$ cat src/hw/rtl/ssp_pkg.sv
// shared types, field widths and status codes for the sorted set pool
// no dependencies
`default_nettype none

package ssp_pkg;

  localparam int unsigned KeyW          = 56;
  localparam int unsigned StatusW       = 3;
  localparam int unsigned SlotW         = 4;
  localparam int unsigned CountW        = 5;
  localparam int unsigned DefPoolDepth  = 16;

  // operation codes
  localparam logic OP_INSERT  = 1'b0;
  localparam logic OP_READOUT = 1'b1;

  // status codes
  localparam logic [StatusW-1:0] ST_INSERTED  = 3'd0;
  localparam logic [StatusW-1:0] ST_DUPLICATE = 3'd1;
  localparam logic [StatusW-1:0] ST_FULL      = 3'd2;
  localparam logic [StatusW-1:0] ST_LISTED    = 3'd3;
  localparam logic [StatusW-1:0] ST_EMPTY     = 3'd4;

  typedef struct packed {
    logic            operation;
    logic [KeyW-1:0] key;
  } in_item_t;

  typedef struct packed {
    logic [StatusW-1:0] status;
    logic [KeyW-1:0]    out_key;
    logic [SlotW-1:0]   slot;
    logic [CountW-1:0]  element_count;
    logic               last;
  } out_item_t;

  // memory strobes from the sequencer to the node store
  typedef struct packed {
    logic key_rd;
    logic link_rd;
    logic key_wr;
    logic link_wr;
  } mem_cmd_t;

endpackage

`default_nettype wire

$ cat src/hw/rtl/ssp_store.sv
// node store: key memory, and link memory with per-entry valid bits
// depends on ssp_pkg
`default_nettype none

module ssp_store #(
  parameter int unsigned POOL_DEPTH = ssp_pkg::DefPoolDepth,
  parameter int unsigned IW = $clog2(POOL_DEPTH),
  parameter int unsigned LW = $clog2(POOL_DEPTH + 1)
) (
  input  wire                       clk_i,
  input  wire                       rst_ni,
  input  ssp_pkg::mem_cmd_t         cmd_i,
  input  wire  [IW-1:0]             rd_addr_i,
  input  wire  [IW-1:0]             wr_addr_i,
  input  wire  [ssp_pkg::KeyW-1:0]  key_wdata_i,
  input  wire  [LW-1:0]             link_wdata_i,
  output logic [ssp_pkg::KeyW-1:0]  key_rdata_o,
  output logic [LW-1:0]             link_rdata_o
);
  import ssp_pkg::*;

  localparam logic [LW-1:0] LinkEnd = {LW{1'b1}};

  logic [KeyW-1:0] key_mem  [POOL_DEPTH];
  logic [LW-1:0]   link_mem [POOL_DEPTH];
  logic [POOL_DEPTH-1:0] link_vld_q;

  logic [KeyW-1:0] key_rd_q;
  logic [LW-1:0]   link_rd_q;
  logic            link_rd_vld_q;
  logic [IW-1:0]   link_rd_addr_q;

  always_ff @(posedge clk_i) begin
    if (cmd_i.key_wr) begin
      key_mem[wr_addr_i] <= key_wdata_i;
    end
    if (cmd_i.key_rd) begin
      key_rd_q <= key_mem[rd_addr_i];
    end
  end

  always_ff @(posedge clk_i) begin
    if (cmd_i.link_wr) begin
      link_mem[wr_addr_i] <= link_wdata_i;
    end
    if (cmd_i.link_rd) begin
      link_rd_q      <= link_mem[rd_addr_i];
      link_rd_addr_q <= rd_addr_i;
    end
  end

  always_ff @(posedge clk_i or negedge rst_ni) begin
    if (!rst_ni) begin
      link_vld_q    <= '0;
      link_rd_vld_q <= 1'b0;
    end else begin
      if (cmd_i.link_wr) begin
        link_vld_q[wr_addr_i] <= 1'b1;
      end
      if (cmd_i.link_rd) begin
        link_rd_vld_q <= link_vld_q[rd_addr_i];
      end
    end
  end

  // unwritten links read as the descending free chain
  always_comb begin
    if (link_rd_vld_q) begin
      link_rdata_o = link_rd_q;
    end else if (link_rd_addr_q == '0) begin
      link_rdata_o = LinkEnd;
    end else begin
      link_rdata_o = LW'(link_rd_addr_q) - LW'(1);
    end
  end

  assign key_rdata_o = key_rd_q;

endmodule

`default_nettype wire

$ cat src/hw/rtl/sorted_set_pool_insert.sv
// top level: sequencer for insert and read-out over the node store
// depends on ssp_pkg and ssp_store
`default_nettype none

// channel   dir  handshake              payload
// in        in   in_valid_i/in_ready_o  in_item_i  (operation, key)
// out       out  out_valid_o/out_ready_i out_item_o (status, out_key, slot, count, last)
//
// one item at a time; an insert of a new key steps through S_START, a read and
// compare of each node passed (S_WALK, S_CMP), then S_ALLOC, S_LINK1, S_LINK2
// a read-out steps through S_START, then S_RO_RD and S_RO_DATA per listed key
// no clearing pass after reset: unwritten links read as the free chain
// a full output register stalls the sequencer in the state that makes a result,
// while a finished result waits the next item is still taken

module sorted_set_pool_insert #(
  parameter int unsigned POOL_DEPTH = ssp_pkg::DefPoolDepth
) (
  input  wire                 clk_i,
  input  wire                 rst_ni,
  input  wire                 in_valid_i,
  output logic                in_ready_o,
  input  ssp_pkg::in_item_t   in_item_i,
  output logic                out_valid_o,
  input  wire                 out_ready_i,
  output ssp_pkg::out_item_t  out_item_o
);
  import ssp_pkg::*;

  localparam int unsigned IW = $clog2(POOL_DEPTH);
  localparam int unsigned LW = $clog2(POOL_DEPTH + 1);
  localparam int unsigned CW = LW;
  localparam logic [LW-1:0] LinkEnd   = {LW{1'b1}};
  localparam logic [LW-1:0] DepthLink = LW'(POOL_DEPTH);
  localparam logic [CW-1:0] DepthCnt  = CW'(POOL_DEPTH);
  localparam logic [CW-1:0] DepthLast = CW'(POOL_DEPTH - 1);

  // sequencer states
  localparam logic [3:0] S_IDLE    = 4'd0;
  localparam logic [3:0] S_START   = 4'd1;
  localparam logic [3:0] S_WALK    = 4'd2;
  localparam logic [3:0] S_CMP     = 4'd3;
  localparam logic [3:0] S_ALLOC   = 4'd4;
  localparam logic [3:0] S_LINK1   = 4'd5;
  localparam logic [3:0] S_LINK2   = 4'd6;
  localparam logic [3:0] S_RO_RD   = 4'd7;
  localparam logic [3:0] S_RO_DATA = 4'd8;

  logic [3:0]      state_q, state_d;
  logic [LW-1:0]   head_q, head_d;
  logic [LW-1:0]   free_q, free_d;
  logic [CW-1:0]   count_q, count_d;
  logic            op_q, op_d;
  logic [KeyW-1:0] key_q, key_d;
  logic [LW-1:0]   cur_q, cur_d;
  logic [LW-1:0]   prev_q, prev_d;
  logic [CW-1:0]   steps_q, steps_d;
  logic [IW-1:0]   node_q, node_d;

  logic            out_valid_q, out_valid_d;
  out_item_t       out_q, out_d;

  mem_cmd_t        cmd;
  logic [IW-1:0]   rd_addr;
  logic [IW-1:0]   wr_addr;
  logic [LW-1:0]   link_wdata;
  logic [KeyW-1:0] key_rdata;
  logic [LW-1:0]   link_rdata;

  logic            out_free;
  logic            emit;
  out_item_t       res;
  logic [CW-1:0]   count_inc;
  logic [63:0]     slot_cur_w, slot_node_w, cnt_w, cnt_inc_w;

  ssp_store #(
    .POOL_DEPTH (POOL_DEPTH),
    .IW         (IW),
    .LW         (LW)
  ) u_store (
    .clk_i        (clk_i),
    .rst_ni       (rst_ni),
    .cmd_i        (cmd),
    .rd_addr_i    (rd_addr),
    .wr_addr_i    (wr_addr),
    .key_wdata_i  (key_q),
    .link_wdata_i (link_wdata),
    .key_rdata_o  (key_rdata),
    .link_rdata_o (link_rdata)
  );

  assign in_ready_o  = (state_q == S_IDLE);
  assign out_free    = !out_valid_q || out_ready_i;
  assign count_inc   = count_q + CW'(1);
  assign slot_cur_w  = 64'(cur_q[IW-1:0]);
  assign slot_node_w = 64'(node_q);
  assign cnt_w       = 64'(count_q);
  assign cnt_inc_w   = 64'(count_inc);

  always_comb begin
    state_d    = state_q;
    head_d     = head_q;
    free_d     = free_q;
    count_d    = count_q;
    op_d       = op_q;
    key_d      = key_q;
    cur_d      = cur_q;
    prev_d     = prev_q;
    steps_d    = steps_q;
    node_d     = node_q;
    cmd        = '0;
    rd_addr    = cur_q[IW-1:0];
    wr_addr    = node_q;
    link_wdata = LinkEnd;
    emit       = 1'b0;
    res.status        = ST_FULL;
    res.out_key       = key_q;
    res.slot          = '0;
    res.element_count = cnt_w[CountW-1:0];
    res.last          = 1'b1;

    unique case (state_q)
      S_IDLE: begin
        if (in_valid_i) begin
          op_d    = in_item_i.operation;
          key_d   = in_item_i.key;
          state_d = S_START;
        end
      end

      S_START: begin
        cur_d   = head_q;
        prev_d  = LinkEnd;
        steps_d = '0;
        if (op_q == OP_INSERT) begin
          // full pool, or an exhausted free list, refuses the key
          if (count_q >= DepthCnt || free_q >= DepthLink) begin
            if (out_free) begin
              emit    = 1'b1;
              state_d = S_IDLE;
            end
          end else begin
            state_d = S_WALK;
          end
        end else if (head_q >= DepthLink) begin
          res.status  = ST_EMPTY;
          res.out_key = '0;
          if (out_free) begin
            emit    = 1'b1;
            state_d = S_IDLE;
          end
        end else begin
          state_d = S_RO_RD;
        end
      end

      S_WALK: begin
        if (cur_q < DepthLink) begin
          cmd.key_rd  = 1'b1;
          cmd.link_rd = 1'b1;
          state_d     = S_CMP;
        end else begin
          state_d = S_ALLOC;
        end
      end

      S_CMP: begin
        res.status = ST_DUPLICATE;
        res.slot   = slot_cur_w[SlotW-1:0];
        if (steps_q < DepthCnt && key_rdata < key_q) begin
          prev_d  = cur_q;
          cur_d   = link_rdata;
          steps_d = steps_q + CW'(1);
          state_d = S_WALK;
        end else if (key_rdata == key_q) begin
          if (out_free) begin
            emit    = 1'b1;
            state_d = S_IDLE;
          end
        end else begin
          state_d = S_ALLOC;
        end
      end

      S_ALLOC: begin
        // fetch the successor of the free head
        node_d      = free_q[IW-1:0];
        rd_addr     = free_q[IW-1:0];
        cmd.link_rd = 1'b1;
        state_d     = S_LINK1;
      end

      S_LINK1: begin
        free_d      = link_rdata;
        cmd.key_wr  = 1'b1;
        cmd.link_wr = 1'b1;
        wr_addr     = node_q;
        link_wdata  = (cur_q < DepthLink) ? cur_q : LinkEnd;
        state_d     = S_LINK2;
      end

      S_LINK2: begin
        res.status        = ST_INSERTED;
        res.slot          = slot_node_w[SlotW-1:0];
        res.element_count = cnt_inc_w[CountW-1:0];
        wr_addr           = prev_q[IW-1:0];
        link_wdata        = LW'(node_q);
        if (out_free) begin
          emit    = 1'b1;
          count_d = count_inc;
          state_d = S_IDLE;
          if (prev_q < DepthLink) begin
            cmd.link_wr = 1'b1;
          end else begin
            head_d = LW'(node_q);
          end
        end
      end

      S_RO_RD: begin
        cmd.key_rd  = 1'b1;
        cmd.link_rd = 1'b1;
        state_d     = S_RO_DATA;
      end

      S_RO_DATA: begin
        res.status  = ST_LISTED;
        res.out_key = key_rdata;
        res.slot    = slot_cur_w[SlotW-1:0];
        res.last    = (link_rdata >= DepthLink) || (steps_q >= DepthLast);
        if (out_free) begin
          emit    = 1'b1;
          cur_d   = link_rdata;
          steps_d = steps_q + CW'(1);
          state_d = res.last ? S_IDLE : S_RO_RD;
        end
      end

      default: begin
        state_d = S_IDLE;
      end
    endcase
  end

  // output register
  always_comb begin
    out_d       = out_q;
    out_valid_d = out_valid_q;
    if (emit) begin
      out_d       = res;
      out_valid_d = 1'b1;
    end else if (out_ready_i) begin
      out_valid_d = 1'b0;
    end
  end

  always_ff @(posedge clk_i or negedge rst_ni) begin
    if (!rst_ni) begin
      state_q     <= S_IDLE;
      head_q      <= LinkEnd;
      free_q      <= LW'(POOL_DEPTH - 1);
      count_q     <= '0;
      out_valid_q <= 1'b0;
    end else begin
      state_q     <= state_d;
      head_q      <= head_d;
      free_q      <= free_d;
      count_q     <= count_d;
      out_valid_q <= out_valid_d;
    end
  end

  // item payload, no reset
  always_ff @(posedge clk_i) begin
    op_q    <= op_d;
    key_q   <= key_d;
    cur_q   <= cur_d;
    prev_q  <= prev_d;
    steps_q <= steps_d;
    node_q  <= node_d;
    out_q   <= out_d;
  end

  assign out_valid_o = out_valid_q;
  assign out_item_o  = out_q;

endmodule

`default_nettype wire
$ cat config.mk
export PLATFORM = sky130hd
export DESIGN_NAME = sorted_set_pool_insert
export DESIGN_NICKNAME = d
export VERILOG_FILES = /design/src/hw/rtl/ssp_pkg.sv /design/src/hw/rtl/ssp_store.sv /design/src/hw/rtl/sorted_set_pool_insert.sv
export SDC_FILE = /design/constraint.sdc
export NUM_CORES = 2
export LEC_CHECK = 0
export ABC_AREA = 1
export BUFFER_PORTS_ARGS = -buffer_cell sky130_fd_sc_hd__buf_2
export CORE_MARGIN = 1.5
export CORE_UTILIZATION = 50
export CTS_CLUSTER_SIZE = 30
export DETAILED_ROUTE_END_ITERATION = 8
export HOLD_SLACK_MARGIN = 0.12
export PLACE_DENSITY = 0.66
export SYNTH_ARGS = -nofsm -noshare
export SYNTH_HDL_FRONTEND = slang
export SYNTH_HIERARCHICAL = 1
export SYNTH_SLANG_ARGS = --single-unit
$ cat constraint.sdc
create_clock -name clk_i -period 6.4 [get_ports clk_i]
set_clock_uncertainty 0.1 [all_clocks]
set_input_delay 0.64 -clock clk_i [delete_from_list [all_inputs] [get_ports clk_i]]
set_output_delay 0.64 -clock clk_i [all_outputs]
set_load 0.01 [all_outputs]
==> impl_metrics.prom <==
# TYPE chip_impl_metric gauge
chip_impl_info{name="outcome",value="finished, final reports clean"} 1
chip_impl_metric{name="starting_density_of_the_core",unit=""} 0.503
chip_impl_metric{name="p_int",unit="W"} 0.0168
chip_impl_info{name="yosys-top-cells-area",value="sky130_fd_sc_hd__edfxtp_1, sky130_fd_sc_hd__nor2_1, sky130_fd_sc_hd__o21ai_0"} 1
chip_impl_info{name="critical_path.reg2reg.endpoint",value="u_store/key_rdata_o[18]"} 1
chip_impl_metric{name="cts-htree-levels",unit=""} 3
chip_impl_metric{name="synthesis_warnings",unit=""} 6
chip_impl_info{name="netlist_top_cells_count",value="sky130_fd_sc_hd__edfxtp_1, sky130_fd_sc_hd__nor2_1, sky130_fd_sc_hd__o21ai_0"} 1
chip_impl_metric{name="port_buffers",unit=""} 131
chip_impl_info{name="clk_root_buffer_cell",value="sky130_fd_sc_hd__clkbuf_16"} 1
chip_impl_metric{name="cts-resized-gates",unit=""} 0
chip_impl_metric{name="drv_slew",unit=""} 0
chip_impl_info{name="rsz0062_at_grt",value="no"} 1
chip_impl_metric{name="cts.reportedPaths.clkPinSlew",unit="ns"} 0.06
chip_impl_metric{name="floorplan.io_pins",unit=""} 132
chip_impl_metric{name="r2r.worst_path.cells",unit=""} 10
chip_impl_metric{name="yosys.area.top_type_share",unit=""} 0.722
chip_impl_metric{name="clock_insertion_delay_worst_skew",unit="ns"} 0.71
chip_impl_info{name="cts_tree",value="built"} 1
chip_impl_info{name="worstHoldEndpoint",value="state_q[3]"} 1
chip_impl_metric{name="drt.antenna.violating_nets",unit=""} 0
chip_impl_metric{name="vdd_ir_drop_max",unit="V"} 0.000584
chip_impl_metric{name="avgRoutedWirePerCell",unit="um"} 22.8
chip_impl_metric{name="critical_path.max_fanout",unit=""} 35
chip_impl_info{name="yosys.cell_count.top_type",value="sky130_fd_sc_hd__edfxtp_1"} 1
chip_impl_metric{name="die_h",unit="um"} 317
chip_impl_metric{name="fp.dieArea",unit="sq um"} 101000
chip_impl_metric{name="power_frac_clock",unit=""} 0.268
chip_impl_metric{name="postSynth.asyncResetShare",unit=""} 0.0303
chip_impl_metric{name="timing.max_slew.rel_slack",unit=""} 0.0802
chip_impl_metric{name="synth-seq-cells",unit=""} 1223
chip_impl_metric{name="timing.reg2reg.setup_slack",unit="ns"} 2.07
chip_impl_metric{name="synthesized_netlist_cell_count",unit=""} 3827
chip_impl_metric{name="worst-slew-pin-transition",unit="ns"} 1.38
chip_impl_info{name="reg2reg_from",value="state_q[3]"} 1
chip_impl_metric{name="drive_above_1_share",unit=""} 0.107
chip_impl_metric{name="max_cap_viol_count",unit=""} 0
chip_impl_info{name="post_synth_top_area_cell",value="sky130_fd_sc_hd__edfxtp_1"} 1
chip_impl_info{name="endpoint_kind_of_the_worst_setup_timing_path",value="flop"} 1
chip_impl_metric{name="fp.dieW",unit="um"} 317
chip_impl_metric{name="power_density",unit="nW/um^2"} 476
chip_impl_metric{name="final.period_utilization",unit=""} 0.676
chip_impl_metric{name="final.fill_count",unit=""} 7773
chip_impl_metric{name="via_count_of_the_first_global_routing_pass",unit=""} 29300
chip_impl_metric{name="fp.coreArea",unit="sq um"} 98100
chip_impl_metric{name="worst_hold_path.num_cells",unit=""} 4
chip_impl_metric{name="drt_iter0_drc",unit=""} 3746
chip_impl_metric{name="first_pass_grt_wire_length",unit="mm"} 182
chip_impl_metric{name="synthDistinctLibCells",unit=""} 43
chip_impl_metric{name="antenna_violations_before_repair",unit=""} 4
chip_impl_metric{name="post_synth_instance_area",unit="sq um"} 49300
chip_impl_metric{name="worst_ep_arrival",unit="ns"} 4.66
chip_impl_metric{name="final-setup-viol-count",unit=""} 0
chip_impl_metric{name="syn_to_final_growth",unit="%"} 13.0
chip_impl_metric{name="hpwl",unit="mm"} 63.1
chip_impl_metric{name="synth-edff-count",unit=""} 1186
chip_impl_metric{name="rows",unit=""} 115
chip_impl_metric{name="synth.yosys.seq_area_share",unit=""} 0.741
chip_impl_metric{name="drt-pass1-iter-count",unit=""} 5
chip_impl_metric{name="syn_nets",unit=""} 3949
chip_impl_metric{name="critical_path_required",unit="ns"} 6.74
chip_impl_metric{name="hold_violations",unit=""} 0
chip_impl_metric{name="layout_min_cycle_time",unit="ns"} 4.33
chip_impl_metric{name="global_route.usage.total",unit=""} 0.242
chip_impl_info{name="min_path_type",value="in2reg"} 1
chip_impl_info{name="setup.worst_path.class",value="reg2reg"} 1
chip_impl_metric{name="gp_congestion",unit=""} 0.840
chip_impl_metric{name="cts.sink_count",unit=""} 1223
chip_impl_metric{name="netSwitchingPower",unit="W"} 0.00972
chip_impl_metric{name="maxClockFrequency",unit="MHz"} 231
chip_impl_info{name="synth_flop_cell",value="sky130_fd_sc_hd__edfxtp_1"} 1
chip_impl_metric{name="leakagePower",unit="nW"} 18.8
chip_impl_metric{name="drcViolationCount",unit=""} 0
chip_impl_metric{name="via_count",unit=""} 31000
chip_impl_metric{name="tritoncts.num_buffers",unit=""} 120
chip_impl_metric{name="combPwrFrac",unit=""} 0.331
chip_impl_metric{name="power.sequential.fraction",unit=""} 0.401
chip_impl_metric{name="routed_wirelength",unit="mm"} 122
chip_impl_metric{name="clock_tree.buffer_depth",unit=""} 3
chip_impl_metric{name="grt_remaining_overflow",unit=""} 0
chip_impl_metric{name="postSynthAreaPerCell",unit="sq um"} 12.9
chip_impl_metric{name="power.share.switching",unit=""} 0.366
chip_impl_metric{name="setup_tns",unit="ns"} 0
chip_impl_metric{name="grt_max_degree",unit=""} 252
chip_impl_metric{name="final.hold.worst_slack",unit="ns"} 0.280
chip_impl_info{name="cp-start-kind",value="flop"} 1
chip_impl_info{name="holdCritStartpoint",value="out_ready_i"} 1
chip_impl_metric{name="number_of_nets_in_the_layout",unit=""} 4094
chip_impl_metric{name="routed_via_density",unit=""} 5.78
## cells in the final DEF (no fill, tap or decap), types with 125 or more instances in the layout
cell,n
sky130_fd_sc_hd__buf_2,131
sky130_fd_sc_hd__clkbuf_16,125
sky130_fd_sc_hd__edfxtp_1,1186
sky130_fd_sc_hd__inv_1,130
sky130_fd_sc_hd__nand2_1,279
sky130_fd_sc_hd__nand3_1,148
sky130_fd_sc_hd__nor2_1,800
sky130_fd_sc_hd__o211ai_1,247
sky130_fd_sc_hd__o21ai_0,404
sky130_fd_sc_hd__o21ai_1,177
## worst max-delay path: stages (launching register included)
cell	delay (ns)
sky130_fd_sc_hd__dfrtp_1	0.43
sky130_fd_sc_hd__nor2_2	0.23
sky130_fd_sc_hd__inv_1	0.11
sky130_fd_sc_hd__nor2_2	0.59
sky130_fd_sc_hd__nand2_1	0.20
sky130_fd_sc_hd__o21ai_4	0.10
sky130_fd_sc_hd__buf_4	0.57
sky130_fd_sc_hd__clkinv_2	0.85
sky130_fd_sc_hd__buf_4	0.61
sky130_fd_sc_hd__nand3_1	0.18
sky130_fd_sc_hd__nand2_1	0.07
## logic make-up after synthesis
family	Yosys count	synth area share
adders and majority gates	61	0.0155
and+or+nand+nor	1298	0.106
xor gates and xnor gates	6	0.00107
AOI/OAI and AO/OA	880	0.103
buffers and inverters	359	0.0339
DFF	1223	0.741
## metrics by stage
| step | instances | area [sq um] | worst slack [ns] | util | total power (W) |
|---|---|---|---|---|---|
| global placement | 5079 | 51200 | 2.25 | 0.522 | 0.0193 |
| detailed placement | 5079 | 51200 | 2.19 | 0.522 | 0.0195 |
| global route | 5362 | 55700 | 1.90 | 0.568 | 0.0280 |
| CTS | 5362 | 55700 | 2.19 | 0.568 | 0.0266 |
| floorplan | 3827 | 49300 | 1.49 | - | 0.0169 |
| finish | 5363 | 55700 | 2.07 | 0.568 | 0.0265 |
## worst max path at each step
stage	slack, ns	end	start	depth (start not counted)
final	2.07	u_store/key_rdata_o[18]	state_q[3]	10
after global routing	1.90	u_store/key_rdata_o[26]	state_q[1]	11
after CTS	2.19	u_store/key_rdata_o[18]	state_q[1]	10
after detailed placement	2.19	u_store/key_rdata_o[18]	state_q[1]	10
after global placement	2.25	u_store/key_rdata_o[21]	state_q[1]	10
after floorplan	1.49	out_item_o[0]	state_q[0]	6
## flip-flops by register name, summed over array words and instances, names as in the netlist, 16 cells and up
| register | cells |
|---|---|
| u_store/key_rdata_o | 56 |
| u_store/link_mem | 80 |
| out_item_o | 69 |
| u_store/key_mem | 896 |
| key_q | 56 |
| u_store/link_vld_q | 16 |
## power by group through the flow
stage | Sequential (W) | Clock, W | Combinational, W
after floorplan | 0.0107 | 0 | 0.00625
after global placement | 0.0108 | 0 | 0.00855
after detailed placement | 0.0108 | 0 | 0.00866
after CTS | 0.0106 | 0.00722 | 0.00873
after global routing | 0.0107 | 0.00752 | 0.00972
final | 0.0106 | 0.00711 | 0.00879
## cell type report
cell class	count	area (sq um)	area share
Multi-Input combinational cell	2245	11300	0.203
Sequential cell	1223	36600	0.656
Inverter	135	527	0.00945
Antenna cell	1	2.50	0.0000449
Clock buffer	151	3230	0.0579
Clock inverter	74	749	0.0134
Tap cell	1287	1610	0.0289
Timing Repair Buffer	247	1780	0.0320
## what timing repair did
action	CTS	global route
setup buffers	0	0
hold buffers	58	0
endpoints found under the hold margin	85	0
## per-layer routing
layer	track usage	wire length, um
met1	0.352	52700
met2	0.387	57700
met3	0.0370	9370
met4	0.0593	2520
met5	0	11
No activity file was read; power rests on OpenSTA's default activity.
